===== src/rtl/monitor_condition_qualifier_assert.svh =====
// Assertion macros for the monitor condition qualifier.
// Each macro samples on clk and is disabled while rst_n is low.
`ifndef MONITOR_CONDITION_QUALIFIER_ASSERT_SVH
`define MONITOR_CONDITION_QUALIFIER_ASSERT_SVH
`ifndef ASSERT_OFF
`define MCQ_ASSERT_IMP(lbl, ante, cons, msg) \
  lbl: assert property (@(posedge clk) disable iff (!rst_n) (ante) |-> (cons)) \
    else $error(msg);
`define MCQ_ASSERT_NXT(lbl, ante, cons, msg) \
  lbl: assert property (@(posedge clk) disable iff (!rst_n) (ante) |=> (cons)) \
    else $error(msg);
`else
`define MCQ_ASSERT_IMP(lbl, ante, cons, msg)
`define MCQ_ASSERT_NXT(lbl, ante, cons, msg)
`endif
`endif


===== src/rtl/mcq_pkg.sv =====
// Shared types and constants for the monitor condition qualifier.
// Used by mcq_update and monitor_condition_qualifier; no dependencies.
`timescale 1ns / 1ps

package mcq_pkg;

  localparam int ENTRIES_DEF    = 16;
  localparam int COUNT_BITS_DEF = 16;
  localparam int LIMIT_BITS     = 16;
  localparam int IDX_FIELD_BITS = 4;

  localparam logic REQ_SAMPLE = 1'b0;
  localparam logic REQ_ARM    = 1'b1;

  localparam logic [1:0] EV_NONE     = 2'd0;
  localparam logic [1:0] EV_MET      = 2'd1;
  localparam logic [1:0] EV_GAVE_UP  = 2'd2;

  typedef struct packed {
    logic                      req_type;
    logic [IDX_FIELD_BITS-1:0] entry_index;
    logic                      is_sim;
    logic                      condition_met;
    logic [LIMIT_BITS-1:0]     skip_limit;
    logic [LIMIT_BITS-1:0]     stable_limit;
    logic [LIMIT_BITS-1:0]     give_up_limit;
  } in_item_t;

  typedef struct packed {
    logic [1:0]                event_res;
    logic [IDX_FIELD_BITS-1:0] event_index;
  } out_item_t;

  // Control produced by the entry update for the table and the result stage.
  typedef struct packed {
    logic       wr_en;
    logic       set_armed;
    logic       clr_armed;
    logic [1:0] event_res;
  } upd_ctl_t;

endpackage


===== src/rtl/mcq_ram.sv =====
// Generic single-write, single-read RAM with a registered read port.
// Read-first on a same-address write; no dependencies.
`timescale 1ns / 1ps

module mcq_ram #(
  parameter int WIDTH = 8,
  parameter int DEPTH = 16,
  localparam int ADDR_BITS = (DEPTH > 1) ? $clog2(DEPTH) : 1
) (
  input  logic                 clk,
  input  logic                 wr_en,
  input  logic [ADDR_BITS-1:0] wr_addr,
  input  logic [WIDTH-1:0]     wr_data,
  input  logic                 rd_en,
  input  logic [ADDR_BITS-1:0] rd_addr,
  output logic [WIDTH-1:0]     rd_data
);

  logic [WIDTH-1:0] mem [DEPTH];
  logic [WIDTH-1:0] rd_data_r;

  always_ff @(posedge clk) begin
    if (wr_en) begin
      mem[wr_addr] <= wr_data;
    end
    if (rd_en) begin
      rd_data_r <= mem[rd_addr];
    end
  end

  assign rd_data = rd_data_r;

endmodule


===== src/rtl/mcq_update.sv =====
// Next-state logic for one watch entry: arming, packet counting, run and
// failure counting, and event decision. Depends on mcq_pkg.
`timescale 1ns / 1ps

module mcq_update #(
  parameter int COUNT_BITS = mcq_pkg::COUNT_BITS_DEF,
  localparam int WORD_BITS = 3 * mcq_pkg::LIMIT_BITS + 3 * COUNT_BITS
) (
  input  mcq_pkg::in_item_t     item,
  input  logic                  in_range,
  input  logic                  armed,
  input  logic [WORD_BITS-1:0]  cur_word,
  output logic [WORD_BITS-1:0]  nxt_word,
  output mcq_pkg::upd_ctl_t     ctl
);

  localparam int LB = mcq_pkg::LIMIT_BITS;
  localparam int CMP_BITS = (COUNT_BITS > LB) ? COUNT_BITS : LB;

  logic [LB-1:0]         skip_lim, stable_lim, give_up_lim;
  logic [COUNT_BITS-1:0] pkt_cnt, stab_cnt, fail_cnt;
  logic [COUNT_BITS-1:0] pkt_inc, stab_inc, fail_inc;
  logic [COUNT_BITS-1:0] stab_nxt, fail_nxt;
  logic                  judged, good, fire_met, fire_gu, is_arm;

  function automatic logic [COUNT_BITS-1:0] sat_inc(input logic [COUNT_BITS-1:0] v);
    return (v == '1) ? v : v + COUNT_BITS'(1);
  endfunction

  assign {skip_lim, stable_lim, give_up_lim, pkt_cnt, stab_cnt, fail_cnt} = cur_word;

  assign is_arm   = (item.req_type == mcq_pkg::REQ_ARM);
  assign pkt_inc  = sat_inc(pkt_cnt);
  assign stab_inc = sat_inc(stab_cnt);
  assign fail_inc = sat_inc(fail_cnt);
  assign judged   = CMP_BITS'(pkt_inc) > CMP_BITS'(skip_lim);
  // Simulated samples never count toward the stable run.
  assign good     = !item.is_sim && item.condition_met;

  always_comb begin
    stab_nxt = stab_cnt;
    fail_nxt = fail_cnt;
    if (judged) begin
      if (good) begin
        stab_nxt = stab_inc;
      end else begin
        stab_nxt = '0;
        fail_nxt = fail_inc;
      end
    end
  end

  assign fire_met = judged && good && (CMP_BITS'(stab_nxt) > CMP_BITS'(stable_lim));
  assign fire_gu  = judged && !good && (give_up_lim != '0) &&
                    (CMP_BITS'(fail_nxt) > CMP_BITS'(give_up_lim));

  always_comb begin
    ctl = '0;
    ctl.event_res = mcq_pkg::EV_NONE;
    if (is_arm) begin
      nxt_word = {item.skip_limit, item.stable_limit, item.give_up_limit,
                  {(3 * COUNT_BITS){1'b0}}};
      ctl.wr_en     = in_range;
      ctl.set_armed = in_range;
    end else begin
      nxt_word  = {skip_lim, stable_lim, give_up_lim, pkt_inc, stab_nxt, fail_nxt};
      ctl.wr_en = in_range && armed;
      if (in_range && armed && fire_met) begin
        ctl.event_res = mcq_pkg::EV_MET;
        ctl.clr_armed = 1'b1;
      end else if (in_range && armed && fire_gu) begin
        ctl.event_res = mcq_pkg::EV_GAVE_UP;
        ctl.clr_armed = 1'b1;
      end
    end
  end

endmodule


===== src/rtl/monitor_condition_qualifier.sv =====
// Monitor condition qualifier: one item per clock unless stalled. An accepted
// item is held in the input stage, and the result register loads from it as
// that stage advances. The entry table is read at acceptance and written as
// the item leaves the input stage, so one read-modify-write of one table port
// pair sets throughput; a write to the entry the next item reads is forwarded.
// The input stalls only while the input stage holds an item and the result
// register holds a stalled result. Every item, including arm requests and
// out-of-range indexes, yields exactly one result item (event_res of none
// when nothing fired). No clearing pass is needed after reset.
// Depends on mcq_pkg, mcq_ram, mcq_update and the assertion macro header.
`timescale 1ns / 1ps
`include "monitor_condition_qualifier_assert.svh"

module monitor_condition_qualifier #(
  parameter int ENTRIES    = mcq_pkg::ENTRIES_DEF,
  parameter int COUNT_BITS = mcq_pkg::COUNT_BITS_DEF
) (
  input  logic               clk,
  input  logic               rst_n,
  input  logic               in_valid,
  output logic               in_stall,
  input  mcq_pkg::in_item_t  in_data,
  output logic               out_valid,
  input  logic               out_stall,
  output mcq_pkg::out_item_t out_data
);

  localparam int IDX_BITS  = (ENTRIES > 1) ? $clog2(ENTRIES) : 1;
  localparam int WORD_BITS = 3 * mcq_pkg::LIMIT_BITS + 3 * COUNT_BITS;

  logic                 accept, s1_adv, s1_in_range, s1_armed, fwd_nxt;
  logic                 s1_valid_r, s1_fwd_r, out_valid_r;
  logic [IDX_BITS-1:0]  s1_addr;
  logic [ENTRIES-1:0]   armed_r;
  logic [WORD_BITS-1:0] ram_rdata, cur_word, nxt_word, fwd_data_r;
  mcq_pkg::in_item_t    s1_item_r;
  mcq_pkg::out_item_t   out_data_r;
  mcq_pkg::upd_ctl_t    upd;

  assign s1_adv   = !out_valid_r || !out_stall;
  assign in_stall = s1_valid_r && !s1_adv;
  assign accept   = in_valid && !in_stall;

  assign s1_addr     = IDX_BITS'(s1_item_r.entry_index);
  assign s1_in_range = 32'(s1_item_r.entry_index) < ENTRIES;
  assign s1_armed    = s1_in_range ? armed_r[s1_addr] : 1'b0;

  // The entry written at this edge is the one the newly accepted item reads.
  assign fwd_nxt  = accept && s1_valid_r && s1_adv && upd.wr_en &&
                    (s1_item_r.entry_index == in_data.entry_index);
  assign cur_word = s1_fwd_r ? fwd_data_r : ram_rdata;

  mcq_ram #(
    .WIDTH (WORD_BITS),
    .DEPTH (ENTRIES)
  ) u_table (
    .clk     (clk),
    .wr_en   (s1_valid_r && s1_adv && upd.wr_en),
    .wr_addr (s1_addr),
    .wr_data (nxt_word),
    .rd_en   (accept),
    .rd_addr (IDX_BITS'(in_data.entry_index)),
    .rd_data (ram_rdata)
  );

  mcq_update #(
    .COUNT_BITS (COUNT_BITS)
  ) u_update (
    .item     (s1_item_r),
    .in_range (s1_in_range),
    .armed    (s1_armed),
    .cur_word (cur_word),
    .nxt_word (nxt_word),
    .ctl      (upd)
  );

  always_ff @(posedge clk) begin
    if (!rst_n) begin
      s1_valid_r  <= 1'b0;
      s1_fwd_r    <= 1'b0;
      out_valid_r <= 1'b0;
      armed_r     <= '0;
    end else begin
      if (accept) begin
        s1_valid_r <= 1'b1;
        s1_fwd_r   <= fwd_nxt;
      end else if (s1_adv) begin
        s1_valid_r <= 1'b0;
        s1_fwd_r   <= 1'b0;
      end
      if (s1_valid_r && s1_adv) begin
        out_valid_r <= 1'b1;
        if (upd.set_armed) begin
          armed_r[s1_addr] <= 1'b1;
        end else if (upd.clr_armed) begin
          armed_r[s1_addr] <= 1'b0;
        end
      end else if (!out_stall) begin
        out_valid_r <= 1'b0;
      end
    end
  end

  always_ff @(posedge clk) begin
    if (accept) begin
      s1_item_r <= in_data;
    end
    if (fwd_nxt) begin
      fwd_data_r <= nxt_word;
    end
    if (s1_valid_r && s1_adv) begin
      out_data_r.event_res   <= upd.event_res;
      out_data_r.event_index <= (upd.event_res == mcq_pkg::EV_NONE) ?
                                '0 : s1_item_r.entry_index;
    end
  end

  assign out_valid = out_valid_r;
  assign out_data  = out_data_r;

  `MCQ_ASSERT_IMP(a_stall_cause, in_stall, s1_valid_r && out_valid_r && out_stall,
                  "input stalled without a full pipeline")
  `MCQ_ASSERT_IMP(a_event_source, s1_valid_r && upd.event_res != mcq_pkg::EV_NONE,
                  s1_item_r.req_type == mcq_pkg::REQ_SAMPLE && s1_armed,
                  "event raised by an arm request or a disarmed entry")
  `MCQ_ASSERT_NXT(a_fire_disarms,
                  s1_valid_r && s1_adv && upd.event_res != mcq_pkg::EV_NONE,
                  !armed_r[$past(s1_addr)], "entry still armed after firing")
  `MCQ_ASSERT_IMP(a_fwd_valid, s1_fwd_r, s1_valid_r,
                  "forwarded entry data without an item in stage one")

endmodule

===== config.mk =====
export PLATFORM = sky130hd
export DESIGN_NAME = monitor_condition_qualifier
export DESIGN_NICKNAME = d
export VERILOG_FILES = /design/src/rtl/mcq_pkg.sv /design/src/rtl/mcq_ram.sv /design/src/rtl/mcq_update.sv /design/src/rtl/monitor_condition_qualifier.sv
export VERILOG_INCLUDE_DIRS = /design/src /design/src/rtl
export SDC_FILE = /design/constraint.sdc
export NUM_CORES = 2
export LEC_CHECK = 0
export BUFFER_PORTS_ARGS = -buffer_cell sky130_fd_sc_hd__buf_2
export CELL_PAD_IN_SITES_DETAIL_PLACEMENT = 1
export CELL_PAD_IN_SITES_GLOBAL_PLACEMENT = 2
export CORE_MARGIN = 4
export CORE_UTILIZATION = 45
export CTS_BUF_LIST = sky130_fd_sc_hd__clkbuf_16
export DETAILED_ROUTE_END_ITERATION = 8
export PLACE_DENSITY = 0.86
export SLEW_MARGIN = 0
export SYNTH_ARGS = -nofsm -noshare
export SYNTH_HDL_FRONTEND = slang
export SYNTH_HIERARCHICAL = 1
export SYNTH_SLANG_ARGS = --single-unit

===== constraint.sdc =====
create_clock -name clk -period 9.6 [get_ports clk]
set_input_delay 1.92 -clock clk [delete_from_list [all_inputs] [get_ports clk]]
set_output_delay 1.92 -clock clk [all_outputs]
set_load 0.05 [all_outputs]

# Word-level counts from Yosys, hierarchy flattened
# Memories as Yosys holds them, arrays and structs flattened. A register that Yosys moved wholly into a read port is not among the register bits.
# Index checks and enable logic that the tools add are counted.
word_totals:
  ff_bits: 176
  mem_bits_rw: 1536
  mem_count: 1
mem_list:
  columns: ["name", "words", "word_bits", "rd", "rd_ports_with_merged_regs", "write_ports", "line_no", "text"]
  rows:
  - ["u_table.mem", 16, 96, 1, 1, 1, "mcq_ram.sv:19", "logic [WIDTH-1:0] mem [DEPTH];"]
op_classes:
  addsub: 3
  order_cmp: 5
  n_eq_ne: 5
  muxes: 27
  bitwise_logic: 3
  reduce_logical: 29
ops:
  columns: ["operator", "n"]
  rows:
  - ["two-way mux 96 bit", 2]
  - ["two-way mux 16 bit", 9]
  - ["adder 16 x 1 -> 16 bit (second input constant)", 3]
  - ["equality test 16 bit (second input constant)", 3]
  - ["greater-than comparator 16 bit", 3]
  - ["logical AND 1 bit", 17]
  - ["bitwise AND 16 bit", 1]
  - ["inverter 16 bit", 1]
  - ["bitwise OR 16 bit", 1]
  - ["nonzero test 16 bit", 1]
  - ["two-way mux 1 bit", 11]
  - ["two-way mux 3 bit", 3]
  - ["zero test 1 bit", 6]
  - ["less-than comparator 4 x 5 -> 1 bit (second input constant)", 1]
  - ["binary-select mux 1 bit (select 4 bit)", 1]
  - ["demux 1 bit (select 4 bit)", 1]
  - ["equality test 4 bit", 1]
  - [">= comparator 4 x 1 -> 1 bit (second input constant)", 1]
  - ["nonzero test 2 bit", 2]
  - ["zero test 2 bit", 1]
  - ["!= test 2 x 1 -> 1 bit (second input constant)", 1]
  - ["AND reduction 2 bit", 1]
  - ["logical OR 1 bit", 1]

# Longest topological paths before layout
depth:
  ltp_word: 13
  depth_mapped: 30
  mapped_depth_nobuf: 24

# Cells and area by module
# The synthesis kept the hierarchy.
modules_own_cells:
  columns: ["mod", "instances", "cells_each", "area_per_inst_um2", "seq_area_each_um2"]
  rows:
  - ["mcq_ram", 1, 2460, 60316.6, 49007.0]
  - ["monitor_condition_qualifier", 1, 371, 6988.0, 5094.9]
  - ["mcq_update", 1, 580, 3509.6, 0.0]

# Worst setup path after synthesis
# OpenSTA, ideal clock, no wires.
synth_path:
  kind: "input to register"
  from: "input port out_stall"
  to: "memory u_table/mem[0][0] (netlist bit) (enable)"
  setup_time_ps: 668
  t_arrival_ps: 9506
  required_time_ps: 8932
  path_slack_ps: -574
  path_stages: 4
  path_cell_list: "a21boi_4 > and2_1 > or3b_2 > nor3_1"
synth_via:
  elab_chain_len: 6
synth_rtl:
  columns: ["item", "line_no", "text"]
  rows:
  - ["start: declaration", "monitor_condition_qualifier.sv:24", "input logic out_stall,"]
  - ["zero test 1 bit", null, null]
  - ["logical OR 1 bit", "monitor_condition_qualifier.sv:40", "assign s1_adv = !out_valid_r || !out_stall;"]
  - ["logical AND 1 bit (2 in series)", "monitor_condition_qualifier.sv:58", ".wr_en (s1_valid_r && s1_adv && upd.wr_en),"]
  - ["two-way mux 1 bit", "mcq_ram.sv:23", "if (wr_en) begin"]
  - ["two-way mux 1 bit (not written as such)", "mcq_ram.sv:24", "mem[wr_addr] <= wr_data;"]
  - ["end: declaration", "mcq_ram.sv:19", null]
# No other way between the ends.

==> summary.md <==
| Metric | Value |
|---|---|
| Share of cells above drive strength 1 | 0.256 |
| Final number of max-transition violations | 0 |
| Via-to-Cell Ratio | between 6 and 7 |
| Final setup vio count | 0 |
| Worst vdd ir | 0.204 mV |
| Mapped Area | a little over 0.07 mm² |
| PD cells | between 200 and 250 mW/mm² |
| Nets | 3698 |
| Crit path arrival time | between 8 and 9 ns |
| EDFF count, synth | approximately 1800 |
| Clock Latency Late Sink | 0.81 ns |
| Hpwl dp | 90900 µm |
| WL final | 180000 µm |
| GR Util All Layers | 0.222 |
| Resize count post-CTS | 0 |
| Startpoint class of the critical path | flop |
| Final Critical Period | roughly 8 ns |
| Die W | between 400 and 500 µm |
| Cells after Synth | 3411 |
| Yosys Warn Count | 6 |
| Synth top area share | 0.759 |
| Leakage | 25.7 nW |
| Clk root buf | clkbuf_16 |
| Hold Path Class | reg2reg |
| Initial Utilization | 0.453 |
| Most frequent cells in the layout | edfxtp_1 (1789), mux4_2 (385), a22oi_1 (192) |
| Clock transition at the registers of the reported paths | roughly 0.070 ns |
| DRC viols | 0 |
| DRT iter0 DRCs | ~4000 |
| Leading area contributor after synthesis | edfxtp_1 |
| Crit Path Max Fanout | 49 |
| DRT Pass-1 Iters | 6 |
| Mean Syn Cell Area | about 21 µm² |
| Commonest non-fill, non-tap cell in the layout | edfxtp_1 |
| Critical path endpoint category | flop |
| Via count | 35729 |
| Yosys cell types | between 60 and 70 |
| Final Hold Vio Count | 0 |
| Routability Congestion | 0.810 |
| Crit share post-route | 0.841 |
| Area Overhead vs Synth | 12.3% |
| Top cells by area, synth | edfxtp_1 (76%), mux4_2 (12%), a22oi_1 (2.0%), mux2_2 (1.6%), nand2_1 (0.98%) |
| First-pass GRT wire length | 263000 µm |
| Postcts setup bufs | 0 |
| Max_cap viols | 0 |
| # IOs | between 60 and 70 |
| WS Path Type | reg2reg |
| Clock buffer depth | 3 |
| Die ar. | 0.164 mm² |
| CTS sink count | about 1800 |
| GR Overflow Total | 0 |
| Async S/R FF share, synth | 0 |
| Skew final | 0.0297 ns |
| Largest net degree at the start of global routing | 130 |
| CP Data Required Time | 10.29 ns |
| Worst-margin pin slew | 1.29 ns |
| Hold WS | between 0.4 and 0.5 ns |
| Port bufs | 66 |
| Hold-fix buffers at CTS | 0 |
| RSZ-0062 raised after global routing | no |
| Post-synthesis sequential area ratio | 0.764 |
| Rel. slew slack | 0.131 |
| Drt wl/cell | between 30 and 40 µm |
| Outcome | complete, no violations |
| H-tree levels | 4 |
| Antenna violations before repair | 7 |
| Ys flop type | edfxtp_1 |
| Fin Setup TNS | 0 ns |
| Peak Freq | about 120 MHz |
| Final ANT Viol Nets | 0 |
| Core Box Area | approximately 0.16 mm² |
| Vias in the first global route | 38077 |
| CTS tree | yes |
| Core Rows | between 100 and 150 |
| #FFs+latches synth | around 1800 |
| Die height | 405 µm |
| CTS buffer count | roughly 170 |
worst max-delay path, cell delays in order (launching register included):
cell and delay (ns):
dfxtp_4 0.52, mux2_2 0.29, and4_1 0.24, nand4_1 0.23, nor3_1 0.61, nor3_1 0.17, xnor2_1 0.18, ha_1 0.33
nand4_1 0.25, a2111o_1 0.54, and3_4 0.38, nor3_2 1.04, a21oi_1 0.16, ha_1 0.44, nand2_1 0.08, nor2_1 0.17
a2111oi_0 0.09, a221oi_1 0.34, o21ai_0 0.33, a211oi_1 0.56, or2_2 0.34, nand4_4 0.19, o311ai_2 0.31, o41ai_2 0.11
sequential cells by signal, summed over array words and instances (netlist names), named ones only:
name / cells
u_table/mem: 1536
fwd_data_r: 96
u_table/rd_data: 96
s1_item_r: 51
out_data: 6
s1_addr: 4
out_valid: 1
s1_fwd_r: 1
s1_valid_r: 1
cells in the mapped netlist, drive strengths merged (2+ instances only):
master,n
and4,3
a311oi,2
or2,2
edfxtp,1789
or3,10
nor3,30
a2111oi,3
clkbuf,70
o2111ai,2
mux4,388
a21oi,51
nand4,21
o21ai,64
a211oi,5
a41oi,3
nor2b,30
o31ai,19
mux2,106
a22oi,192
mux2i,5
a221oi,2
o41ai,3
a31oi,7
nor4,9
or4,15
nand3,29
nor2,48
o311ai,3
inv,50
nand3b,2
and3,12
buf,111
a21o,6
nand4b,2
ha,51
nand2,185
xor2,9
dfxtp,19
nand2b,11
o21a,5
and2,5
xnor2,10
o211ai,12
power by group:
part | internal (mW) | total, mW | switching [mW]
Combinational | 0.333 | 0.972 | 0.639
Clock | 3.76 | 6.69 | 2.92
Sequential | 8.84 | 8.87 | 0.0289
Total | 12.9 | 16.5 | 3.59
final timing paths:
kind | to | slack (ns) | start | depth (start not counted)
max | flop | 1.53 | s1_fwd_r | 23
min | flop | 0.47 | flop | 2
max reg2reg | flop | 1.53 | s1_fwd_r | 23
min reg2reg | flop | 0.47 | flop | 2
cell families (layout without fill, tap and decap cells):
group,after synthesis,after routing,synth area share
xor gates and xnor gates,19,19,0.00235
DFF,1808,1808,0.764
muxes,499,499,0.141
adders and majority gates,51,51,0.00901
other,1,5,0.0000530
buffers and inverters,231,546,0.0164
AOI/OAI and AO/OA,385,385,0.0375
and+or+nand+nor,417,417,0.0295
layer usage:
layer  vias up  part of all wire  wire length (µm)  global-route usage
li1      14584                 -                 -                   -
met1     19159              0.39             70100               0.297
met4         2             0.028              4990              0.0676
met5         -          0.000061                11                   0
met3       287             0.092             16600              0.0522
met2      1697              0.49             88600               0.365
per-stage QoR:
step / std cells / setup slack (ns) / instance area, µm² / utilization / power, mW
after floorplan: 3413 / 1.35 / 70800 / - / 9.66
after global placement: 5469 / 1.97 / 74000 / 0.473 / 9.94
after detailed placement: 5469 / 1.78 / 74000 / 0.473 / 10.0
after CTS: 5784 / 1.66 / 79500 / 0.508 / 16.7
after global routing: 5786 / 1.05 / 79500 / 0.509 / 17.1
final: 5788 / 1.53 / 79600 / 0.509 / 16.5
cell type report:
type                    instances  area (µm²)
diodes                          2        5.00
clock buffers                 176        4400
clock inverters               139        1130
fillers                     13929       76800
inverters                      50         188
multi-input cells            1374       15800
flip-flops and latches       1808       54100
well taps                    2058        2570
repair buffers                181        1390
No activity file was read; power rests on OpenSTA's default activity.
